## config.mk

```make
export PLATFORM = sky130hd
export DESIGN_NAME = vector_l2_and_max_norm_flat
export DESIGN_NICKNAME = d
export VERILOG_FILES = /design/src/rtl/core/vnorm_pkg.sv /design/src/rtl/core/vnorm_if.sv /design/src/rtl/core/vnorm_ctrl.sv /design/src/rtl/core/vnorm_dp.sv /design/src/rtl/core/vector_l2_and_max_norm.sv /design/src/flat_wrapper.sv
export SDC_FILE = /design/constraint.sdc
export NUM_CORES = 1
export LEC_CHECK = 0
export BUFFER_PORTS_ARGS = -buffer_cell sky130_fd_sc_hd__buf_2
export CAP_MARGIN = 15
export CORE_MARGIN = 3
export CORE_UTILIZATION = 52
export DETAILED_ROUTE_END_ITERATION = 16
export GPL_ROUTABILITY_DRIVEN = 0
export PLACE_DENSITY = 0.69
export SLEW_MARGIN = 20
export SYNTH_ARGS = -nofsm -noshare
export SYNTH_HDL_FRONTEND = slang
export SYNTH_HIERARCHICAL = 1
export SYNTH_SLANG_ARGS = --single-unit
```

## constraint.sdc

```tcl
create_clock -name clk -period 20.2 [get_ports clk]
set_input_delay 2.02 -clock clk [delete_from_list [all_inputs] [get_ports clk]]
set_output_delay 2.02 -clock clk [all_outputs]
set_load 0.03 [all_outputs]
```

## src/rtl/core/vnorm_pkg.sv

```systemverilog
// Shared constants, types and control codes for the vector norm block.
`default_nettype none

package vnorm_pkg;

  // Fixed field widths and the default length bound
  localparam int unsigned ELEM_W      = 16;
  localparam int unsigned FRAC_BITS   = 8;
  localparam int unsigned NORM_W      = 30;
  localparam int unsigned MAG_W       = 16;
  localparam int unsigned DEF_MAX_LEN = 4096;

  // Largest magnitude an element can have: the most negative value
  localparam logic [MAG_W-1:0] MAG_LIMIT = MAG_W'(1) << (ELEM_W - 1);

  typedef logic signed [ELEM_W-1:0] elem_t;
  typedef logic [NORM_W-1:0]        norm_t;
  typedef logic [MAG_W-1:0]         mag_t;

  // Root sequencer states, one-hot
  typedef enum logic [2:0] {
    ST_IDLE = 3'b001,
    ST_RUN  = 3'b010,
    ST_HOLD = 3'b100
  } vnorm_state_t;

  // Controller to datapath
  typedef struct packed {
    logic accept;     // input transfer this cycle
    logic load_root;  // load the root unit with the finished sum
    logic step_root;  // advance the root unit by one result bit
  } vnorm_cmd_t;

  // Datapath to controller
  typedef struct packed {
    logic last_pending;  // final element of a vector sits in the square stage
    logic root_final;    // root unit is on its last iteration
  } vnorm_sts_t;

endpackage

`default_nettype wire

```

## src/rtl/core/vnorm_if.sv

```systemverilog
// Valid/ready channel interfaces for the element and result streams.
`default_nettype none

interface vnorm_in_if;
  import vnorm_pkg::*;

  logic  valid;
  logic  ready;
  elem_t element;
  logic  last_element;

  modport source (output valid, output element, output last_element, input ready);
  modport sink   (input valid, input element, input last_element, output ready);
endinterface

interface vnorm_out_if;
  import vnorm_pkg::*;

  logic  valid;
  logic  ready;
  norm_t euclid_norm;
  mag_t  max_abs;
  logic  too_long;

  modport source (output valid, output euclid_norm, output max_abs, output too_long,
                  input ready);
  modport sink   (input valid, input euclid_norm, input max_abs, input too_long,
                  output ready);
endinterface

`default_nettype wire

```

## src/rtl/core/vnorm_ctrl.sv

```systemverilog
// Controller: input flow control and sequencing of the square root unit.
`default_nettype none

module vnorm_ctrl (
  input  logic                   clk,
  input  logic                   rst_n,
  input  logic                   in_valid,
  input  logic                   in_last,
  output logic                   in_ready,
  output logic                   out_valid,
  input  logic                   out_ready,
  input  vnorm_pkg::vnorm_sts_t  sts,
  output vnorm_pkg::vnorm_cmd_t  cmd
);
  import vnorm_pkg::*;

  vnorm_state_t state_r, state_nxt;
  logic         root_busy;

  // A final element needs the root unit free by the time it leaves the square stage
  assign root_busy = sts.last_pending || (state_r != ST_IDLE);
  assign in_ready  = !(in_last && root_busy);
  assign out_valid = (state_r == ST_HOLD);

  assign cmd.accept    = in_valid && in_ready;
  assign cmd.load_root = (state_r == ST_IDLE) && sts.last_pending;
  assign cmd.step_root = (state_r == ST_RUN);

  always_comb begin
    state_nxt = state_r;
    unique case (state_r)
      ST_IDLE: begin
        if (sts.last_pending) state_nxt = ST_RUN;
      end
      ST_RUN: begin
        if (sts.root_final) state_nxt = ST_HOLD;
      end
      ST_HOLD: begin
        if (out_ready) state_nxt = ST_IDLE;
      end
      default: state_nxt = ST_IDLE;
    endcase
  end

  always_ff @(posedge clk) begin
    if (!rst_n) begin
      state_r <= ST_IDLE;
    end else begin
      state_r <= state_nxt;
    end
  end

endmodule

`default_nettype wire

```

## src/rtl/core/vnorm_dp.sv

```systemverilog
// Datapath: magnitude, square and accumulate, running maximum, iterative root.
`default_nettype none

module vnorm_dp #(
  parameter int unsigned MAX_LEN = vnorm_pkg::DEF_MAX_LEN
) (
  input  logic                   clk,
  input  logic                   rst_n,
  input  vnorm_pkg::elem_t       in_element,
  input  logic                   in_last,
  input  vnorm_pkg::vnorm_cmd_t  cmd,
  output vnorm_pkg::vnorm_sts_t  sts,
  output vnorm_pkg::norm_t       euclid_norm,
  output vnorm_pkg::mag_t        max_abs,
  output logic                   too_long
);
  import vnorm_pkg::*;

  localparam int unsigned CNT_W  = $clog2(MAX_LEN + 1);
  localparam int unsigned SQ_W   = 2 * ELEM_W - 1;
  localparam int unsigned SUM_W  = CNT_W + 2 * ELEM_W - 2;
  localparam int unsigned X_RAW  = SUM_W + 2 * FRAC_BITS;
  localparam int unsigned X_W    = X_RAW + (X_RAW % 2);
  localparam int unsigned ITER   = X_W / 2;
  localparam int unsigned ROOT_W = (ITER > NORM_W) ? ITER : NORM_W;
  localparam int unsigned REM_W  = ROOT_W + 2;
  localparam int unsigned IT_W   = $clog2(ITER);

  // Element stage
  logic [ELEM_W-1:0]   mag;
  logic [2*ELEM_W-1:0] prod;
  logic                include_elem;
  logic [ELEM_W-1:0]   max_sel;
  logic                ovf_sel;

  logic [CNT_W-1:0]    count_r;
  logic [ELEM_W-1:0]   max_r;
  logic                ovf_r;

  // Square stage
  logic                s1_last_r;
  logic                s1_add_r;
  logic [SQ_W-1:0]     sq_r;
  logic [ELEM_W-1:0]   s1_max_r;
  logic                s1_ovf_r;

  // Accumulator and result
  logic [SUM_W-1:0]    sum_r;
  logic [SUM_W-1:0]    total;
  logic [ELEM_W-1:0]   res_max_r;
  logic                res_ovf_r;

  // Root unit
  logic [X_W-1:0]      x_r;
  logic [REM_W-1:0]    rem_r;
  logic [ROOT_W-1:0]   root_r;
  logic [IT_W-1:0]     iter_r;
  logic [REM_W-1:0]    rem_sh;
  logic [REM_W-1:0]    trial;
  logic                fits;

  // Two's complement magnitude; the most negative value maps to 2^(ELEM_W-1)
  assign mag          = in_element[ELEM_W-1] ? (~in_element + ELEM_W'(1)) : in_element;
  assign prod         = mag * mag;
  assign include_elem = (count_r < CNT_W'(MAX_LEN));
  assign max_sel      = (mag > max_r) ? mag : max_r;
  assign ovf_sel      = ovf_r || !include_elem;

  always_ff @(posedge clk) begin
    if (!rst_n) begin
      count_r   <= '0;
      max_r     <= '0;
      ovf_r     <= 1'b0;
      s1_last_r <= 1'b0;
      s1_add_r  <= 1'b0;
    end else begin
      s1_last_r <= cmd.accept && in_last;
      s1_add_r  <= cmd.accept && include_elem;
      if (cmd.accept) begin
        if (in_last) begin
          // close the vector: start the next one from zero
          count_r <= '0;
          max_r   <= '0;
          ovf_r   <= 1'b0;
        end else begin
          count_r <= count_r + CNT_W'(include_elem);
          max_r   <= max_sel;
          ovf_r   <= ovf_sel;
        end
      end
    end
  end

  always_ff @(posedge clk) begin
    if (cmd.accept) begin
      sq_r     <= prod[SQ_W-1:0];
      s1_max_r <= max_sel;
      s1_ovf_r <= ovf_sel;
    end
  end

  assign total = sum_r + (s1_add_r ? SUM_W'(sq_r) : SUM_W'(0));

  always_ff @(posedge clk) begin
    if (!rst_n) begin
      sum_r <= '0;
    end else if (s1_last_r) begin
      sum_r <= '0;
    end else begin
      sum_r <= total;
    end
  end

  // Restoring square root, one result bit per cycle
  assign rem_sh = {rem_r[ROOT_W-1:0], x_r[X_W-1 -: 2]};
  assign trial  = {root_r, 2'b01};
  assign fits   = (rem_sh >= trial);

  always_ff @(posedge clk) begin
    if (cmd.load_root) begin
      x_r       <= X_W'(total) << (2 * FRAC_BITS);
      rem_r     <= '0;
      root_r    <= '0;
      iter_r    <= IT_W'(ITER - 1);
      res_max_r <= s1_max_r;
      res_ovf_r <= s1_ovf_r;
    end else if (cmd.step_root) begin
      x_r    <= x_r << 2;
      rem_r  <= fits ? (rem_sh - trial) : rem_sh;
      root_r <= {root_r[ROOT_W-2:0], fits};
      iter_r <= iter_r - IT_W'(1);
    end
  end

  assign sts.last_pending = s1_last_r;
  assign sts.root_final   = (iter_r == '0);

  assign euclid_norm = root_r[NORM_W-1:0];
  assign max_abs     = res_max_r;
  assign too_long    = res_ovf_r;

endmodule

`default_nettype wire

```

## src/rtl/core/vector_l2_and_max_norm.sv

```systemverilog
// Top level of the streaming vector norm unit (2-norm and infinity norm).
// After the final element transfers it passes the square stage, then the root unit
//   computes ITER result bits, ITER = (sum width + 2*FRAC_BITS)/2 rounded up.
// Throughput: one element per cycle; a final element waits while the bit-serial root
//   unit still works on the previous vector or its result is not yet taken.
// Reset: synchronous, active low; clears the accumulators, count and sequencer.
`default_nettype none

module vector_l2_and_max_norm #(
  parameter int unsigned MAX_LEN = vnorm_pkg::DEF_MAX_LEN
) (
  input  logic         clk,
  input  logic         rst_n,
  vnorm_in_if.sink     in_ch,
  vnorm_out_if.source  out_ch
);
  import vnorm_pkg::*;

  vnorm_cmd_t cmd;
  vnorm_sts_t sts;
  logic       in_ready;
  logic       out_valid;

  // Controller: gate final elements on the root unit, sequence the root, hold the result.
  // Non-final elements always transfer; they only feed the running sums.
  vnorm_ctrl u_ctrl (
    .clk       (clk),
    .rst_n     (rst_n),
    .in_valid  (in_ch.valid),
    .in_last   (in_ch.last_element),
    .in_ready  (in_ready),
    .out_valid (out_valid),
    .out_ready (out_ch.ready),
    .sts       (sts),
    .cmd       (cmd)
  );

  // Datapath: square each element, accumulate, track the maximum magnitude and
  // compute floor(sqrt(sum << 2*FRAC_BITS)) one bit per cycle. The result registers
  // hold the finished vector while the next vector keeps streaming in.
  vnorm_dp #(
    .MAX_LEN (MAX_LEN)
  ) u_dp (
    .clk         (clk),
    .rst_n       (rst_n),
    .in_element  (in_ch.element),
    .in_last     (in_ch.last_element),
    .cmd         (cmd),
    .sts         (sts),
    .euclid_norm (out_ch.euclid_norm),
    .max_abs     (out_ch.max_abs),
    .too_long    (out_ch.too_long)
  );

  assign in_ch.ready  = in_ready;
  assign out_ch.valid = out_valid;

endmodule

`default_nettype wire

```

## src/flat_wrapper.sv

```systemverilog
// flat-port wrapper written by rule: the top's interface ports become plain ports
module vector_l2_and_max_norm_flat import vnorm_pkg::*;
#(
  parameter int unsigned MAX_LEN = vnorm_pkg::DEF_MAX_LEN
)
  (clk, rst_n, in_ch_valid, in_ch_element, in_ch_last_element, in_ch_ready, out_ch_valid, out_ch_euclid_norm, out_ch_max_abs, out_ch_too_long, out_ch_ready);
  vnorm_in_if in_ch_i ();
  vnorm_out_if out_ch_i ();
  input  logic clk;
  input  logic rst_n;
  input wire logic [$bits(in_ch_i.valid)-1:0] in_ch_valid;
  input wire logic [$bits(in_ch_i.element)-1:0] in_ch_element;
  input wire logic [$bits(in_ch_i.last_element)-1:0] in_ch_last_element;
  output wire logic [$bits(in_ch_i.ready)-1:0] in_ch_ready;
  output wire logic [$bits(out_ch_i.valid)-1:0] out_ch_valid;
  output wire logic [$bits(out_ch_i.euclid_norm)-1:0] out_ch_euclid_norm;
  output wire logic [$bits(out_ch_i.max_abs)-1:0] out_ch_max_abs;
  output wire logic [$bits(out_ch_i.too_long)-1:0] out_ch_too_long;
  input wire logic [$bits(out_ch_i.ready)-1:0] out_ch_ready;
  assign in_ch_i.valid = in_ch_valid;
  assign in_ch_i.element = in_ch_element;
  assign in_ch_i.last_element = in_ch_last_element;
  assign in_ch_ready = in_ch_i.ready;
  assign out_ch_valid = out_ch_i.valid;
  assign out_ch_euclid_norm = out_ch_i.euclid_norm;
  assign out_ch_max_abs = out_ch_i.max_abs;
  assign out_ch_too_long = out_ch_i.too_long;
  assign out_ch_i.ready = out_ch_ready;
  vector_l2_and_max_norm #(.MAX_LEN(MAX_LEN)) u_core (.clk(clk), .rst_n(rst_n), .in_ch(in_ch_i), .out_ch(out_ch_i));
endmodule
```

Word level (Yosys, flattened, before mapping)

Index checks and enable logic that the tools add are counted.
W data, S select, Z words.

Bits in registers: 252
Input port bits: 21
Word-level logic and storage cells: 61

$add $sub $neg: 5
$mul: 1
Magnitude comparators: 3
Equality and inequality tests: 7
Muxes and demuxes: 13
Bitwise gates (word level): 2
Reduce and logical (&&, ||, !) cells: 13

Operators with widths:

| cell                    | number |
|---|---|
| $mux W59                | 2 |
| $mux W16                | 3 |
| $add A43 B31 Y43        | 1 |
| $ge A32 B32 Y1          | 1 |
| $mul A16 B16 Y31        | 1 |
| $mux W31                | 1 |
| $mux W30                | 1 |
| $sub A30 B30 Y30        | 1 |
| $add A16 B2 Y16 const B | 1 |
| $gt A16 B16 Y1          | 1 |
| $not A16 Y16            | 1 |
| $add A13 B1 Y13         | 1 |
| $lt A13 B13 Y1 const B  | 1 |
| $mux W13                | 1 |
| $mux W3                 | 3 |
| $pmux W3 S3             | 1 |
| $logic_and A1 B1 Y1     | 5 |
| $logic_not A5 Y1        | 1 |
| $sub A5 B1 Y5 const B   | 1 |
| $ne A2 B2 Y1 const B    | 2 |
| $eq A3 B1 Y1 const B    | 1 |
| $eq A3 B2 Y1 const B    | 1 |
| $eq A3 B3 Y1 const B    | 1 |
| $ne A3 B1 Y1 const B    | 1 |
| 8 further kinds         | 10 |

Longest topological paths before layout

Word-level depth: 6
Depth in mapped cells: 31
Gate-level depth less buffers: 30

Hierarchy

The synthesis kept the hierarchy.

By module, submodules not included:

| module     | instances | cells each | area each (um2) |
|---|---|---|---|
| vnorm_dp   | 1         | 2,125      | 20,171.8 |
| vnorm_ctrl | 1         | 20         | 187.7 |

Worst setup path after synthesis

OpenSTA, ideal clock, no wires.

Path type: input port to flip-flop
From: input port in_ch_element[0]
To: register u_core.u_dp.sq_r[30], data pin
Arrival: 8,868 ps
Required time: 19,934 ps
Path slack: 11,066 ps
Stages: 30
Cells stage by stage: clkinv_1 clkbuf_1 ha_1 nand2b_1 or3_4 o31ai_1 xnor2_1 inv_1 buf_2 nor2_1 fa_1 inv_1 fa_1 inv_1 fa_1 inv_1 fa_1 inv_1 fa_1 inv_1 fa_1 inv_1 ha_1 nand3_1 a2111oi_0 o21a_1 o211ai_1 a31oi_1 mux2i_1 nand4_1

Word-level cells in the longest chain between the ends: 4

Ends and longest elaborated chain:

| item                     | RTL line           | RTL |
|---|---|---|
| start: declaration       | flat_wrapper.sv:12 | `input wire logic [$bits(in_ch_i.element)-1:0] in_ch_element;` |
| $not A16 Y16             | vnorm_dp.sv:63     | `assign mag = in_element[ELEM_W-1] ? (~in_element + ELEM_W'(1)) : in_element;` |
| $add A16 B2 Y16          | vnorm_dp.sv:63     |  |
| $mux W16 *               | vnorm_dp.sv:63     |  |
| $mul A16 B16 Y31 *       | vnorm_dp.sv:64     | `assign prod = mag * mag;` |
| net u_core.u_dp.prod[30] | vnorm_dp.sv:31     | `logic [2*ELEM_W-1:0] prod;` |
| end signal: assignment   | vnorm_dp.sv:96     | `sq_r <= prod[SQ_W-1:0];` |
| end: declaration         | vnorm_dp.sv:43     | `logic [SQ_W-1:0] sq_r;` |

The timed path passes the listed nets; every way through them passes the cells marked *.
A chain may end at the register's enable or synchronous reset.

Final worst setup path

From: input port in_ch_element[0]
To: register u_core.u_dp.sq_r[29], data pin

The elaborated chain is that of the path after synthesis.

==> metrics.cfg <==
[run_status]
status=complete, no violations

[synthesis]
synth_edf_count=107
synthCells=2145
async_reset_ff_share_pct=0
synth_fa_ha_area_share_pct=27.0
synth_xor_area_share_pct=5.27
synth_compound_area_share_pct=11.9
yosys_warnings=6
yosysSeqAreaShare_pct=29.9
synth_top_family_by_area=adder cells
synthMuxAreaShare_pct=4.54
synth_ff_type=dfxtp_1
yosys.area_share.simple_pct=14.0
synth_area_um2=20400
syn_avg_cell_area_um2=9.49
yosys_register_bits=251
yosysUniqueCellTypes=80

[worst_setup_path]
cp_data_arrival_time_ns=10.51
crit_slowest_cell=xor2_1
critPathMaxStageDelay_ns=0.72
cp_max_fo=18
critical_path_required_ns=20.50
startpoint_type=input port
cp-end-kind=register
cpMostUsedCell=fa_1
path_class=input port to register

[final_layout]
antennaDiodeCount=0
syn2layout_area_growth_pct=9.34
fin_nets=2559
finalInstanceArea_um2=22300
utilization_pct=58.4
fin_cells=2731
drive_above_1_share_pct=8.38

[power_and_ir_drop]
ir_drop_uv=255
p_sw_share_pct=44.9
power_frac_clock_pct=13.0
seqPwrFrac_pct=17.4
p_sw_mw=1.95
p_comb_share_pct=69.6
total_power_mw=4.34
p_leak_nw=10.3
power_density_nw_per_um2=195
p_int_mw=2.39

[route]
wl_per_cell_um=16.7
wl_um=45600
viasPerCell=5.50
drc=0
ant_nets=0
first_pass_iters=7
vias=15000
dr.first_iter.drc_count=1026

[clock_network]
cts_root_buf=clkbuf_16
cts_max_path_buffers=3
cts_tree=yes
cts_buffers=29
cts_setup_buffers=0
clkTransAtPathRegs_ns=0.06
ctsHoldBuffers=0
cts.sinks=251
worstSkewPairLatency_ns=0.56
h-tree-depth=1
cts_repair_resize_count=0

[timing]
finClkSkew_ns=0.0231
finalHoldViolCount=0
fin_crit_ns=10.21
slew_headroom_pct=31.4
max_freq_mhz=98.0
worst_pin_slew_ns=1.03
tns_ns=0
setup_viol=0
worst_hold_slack_ns=0.418
timing.final.ws_setup_ns=9.99
fin_crit_sh_pct=50.5
drv_slew=0
rsz0062_at_grt=false

[placement]
dpl-instance-area_um2=21200
dp_slack_ns=9.55
portBuffers=69
dpl.hpwl_um=34800
dp.cells=2677

[grt]
met1_usage_pct=30.9
grt_pass1_vias=15400
grt_max_degree=90
met2_usage_pct=36.8
gr-total-overflow=0
top_usage_layer=met2
antenna_found_initial=0
grt_use_met3_pct=2.61
grt_first_pass_wirelength_um=76600
grtUsageTotal_pct=22.3

[die]
core_um2=38100
initial_core_util_pct=53.4
die-area_um2=41600
die_x_um=204
dieHeight_um=204
io_pins=70
rows=71

[run]
cap_violations=0

[min_path]
hold_class=register to register

kinds of logic after synthesis:
group                      Yosys count
muxes                               89
buffers and inverters              388
and+or+nand+nor                    590
AOI/OAI and AO/OA                  364
adders and majority gates          341
DFF                                251
other                                2
xor gates and xnor gates           120
layout by cell type, fill, tap and decap left out, drive strengths merged, types with 5 or more instances in the layout:
master / Yosys / final
nand4: 20 / 20
and3: 18 / 18
o21bai: 12 / 12
inv: 312 / 314
nand2b: 20 / 20
ha: 176 / 176
xnor2: 72 / 72
o211ai: 12 / 12
fa: 165 / 165
nor2b: 13 / 13
clkinv: 5 / 15
o31ai: 11 / 11
mux2: 26 / 26
nor3b: 5 / 5
o2bb2ai: 15 / 15
clkbuf: 56 / 36
nor3: 26 / 26
edfxtp: 107 / 107
o21a: 14 / 14
xor2: 48 / 48
nor4b: 8 / 8
mux2i: 63 / 63
nor2: 200 / 200
and4: 5 / 5
dfxtp: 144 / 144
a2111oi: 5 / 5
a211oi: 24 / 24
buf: 15 / 83
a21oi: 114 / 114
a21o: 48 / 48
and2: 64 / 64
conb: 2 / 11
o21ai: 54 / 54
nand2: 149 / 149
a31oi: 14 / 14
or3: 10 / 10
nand3: 30 / 30
nor4: 6 / 6
bufinv: 0 / 6
registers in the layout, indices dropped and copies added (netlist names), 16 cells and up:
name,count
u_core/u_dp/max_abs,16
u_core/u_dp/s1_max_r,16
u_core/u_dp/x_r,44
u_core/u_dp/sq_r,30
u_core/u_dp/max_r,16
u_core/u_dp/rem_r,30
u_core/u_dp/sum_r,43
u_core/u_dp/euclid_norm,30
final timing paths:
path                             from                      end  slack, ns  cells past startpoint
max                  in_ch_element[0]     u_core/u_dp/sq_r[29]       9.99                     27
min          u_core/u_dp/s1_max_r[13]  u_core/u_dp/max_abs[13]       0.42                      0
max reg2reg      u_core/u_dp/s1_add_r      u_core/u_dp/x_r[58]      16.31                     11
min reg2reg  u_core/u_dp/s1_max_r[13]  u_core/u_dp/max_abs[13]       0.42                      0
worst max-delay path: cells and delay by family:
family | cells | cell delay, ns
fa+ha+maj | 8 | 3.77
buf+inv | 6 | 1.50
simple gates | 6 | 1.25
compound gates | 5 | 1.03
xor+xnor | 1 | 0.72
mux | 1 | 0.17
power by group through the flow:
| stage | combinational (mW) | sequential (mW) | clock (mW) |
|---|---|---|---|
| finish | 3.02 | 0.755 | 0.565 |
| global placement | 2.90 | 0.764 | 0 |
| global route | 3.45 | 0.760 | 0.599 |
| detailed placement | 2.99 | 0.766 | 0 |
| floorplan | 2.35 | 0.762 | 0 |
| CTS | 3.01 | 0.756 | 0.578 |
synthesized netlist by cell type, types with 48 or more instances:
cell | count | area [µm²]
inv_1 | 308 | 1160
nor2_1 | 200 | 751
ha_1 | 176 | 2200
fa_1 | 165 | 3300
nand2_1 | 148 | 556
dfxtp_1 | 144 | 2880
a21oi_1 | 113 | 566
edfxtp_1 | 107 | 3210
xnor2_1 | 71 | 622
and2_1 | 63 | 394
mux2i_1 | 63 | 631
clkbuf_1 | 56 | 210
o21ai_0 | 51 | 255
a21o_1 | 48 | 360
per-layer routing:
| layer | vias up | wire [µm] |
|---|---|---|
| li1 | 7302 | - |
| met3 | 86 | 2410 |
| met4 | 0 | 1290 |
| met2 | 406 | 21200 |
| met5 | - | 0 |
| met1 | 7222 | 20700 |
area by class of cell:
class	count	area [µm²]
clock inverters	18	254
multi-input cells	1515	12900
clock buffers	36	772
well taps	511	639
repair buffers	83	450
inverters	317	1190
flip-flops and latches	251	6100
fillers	3284	15800
Power figures use the tool's default switching activity.
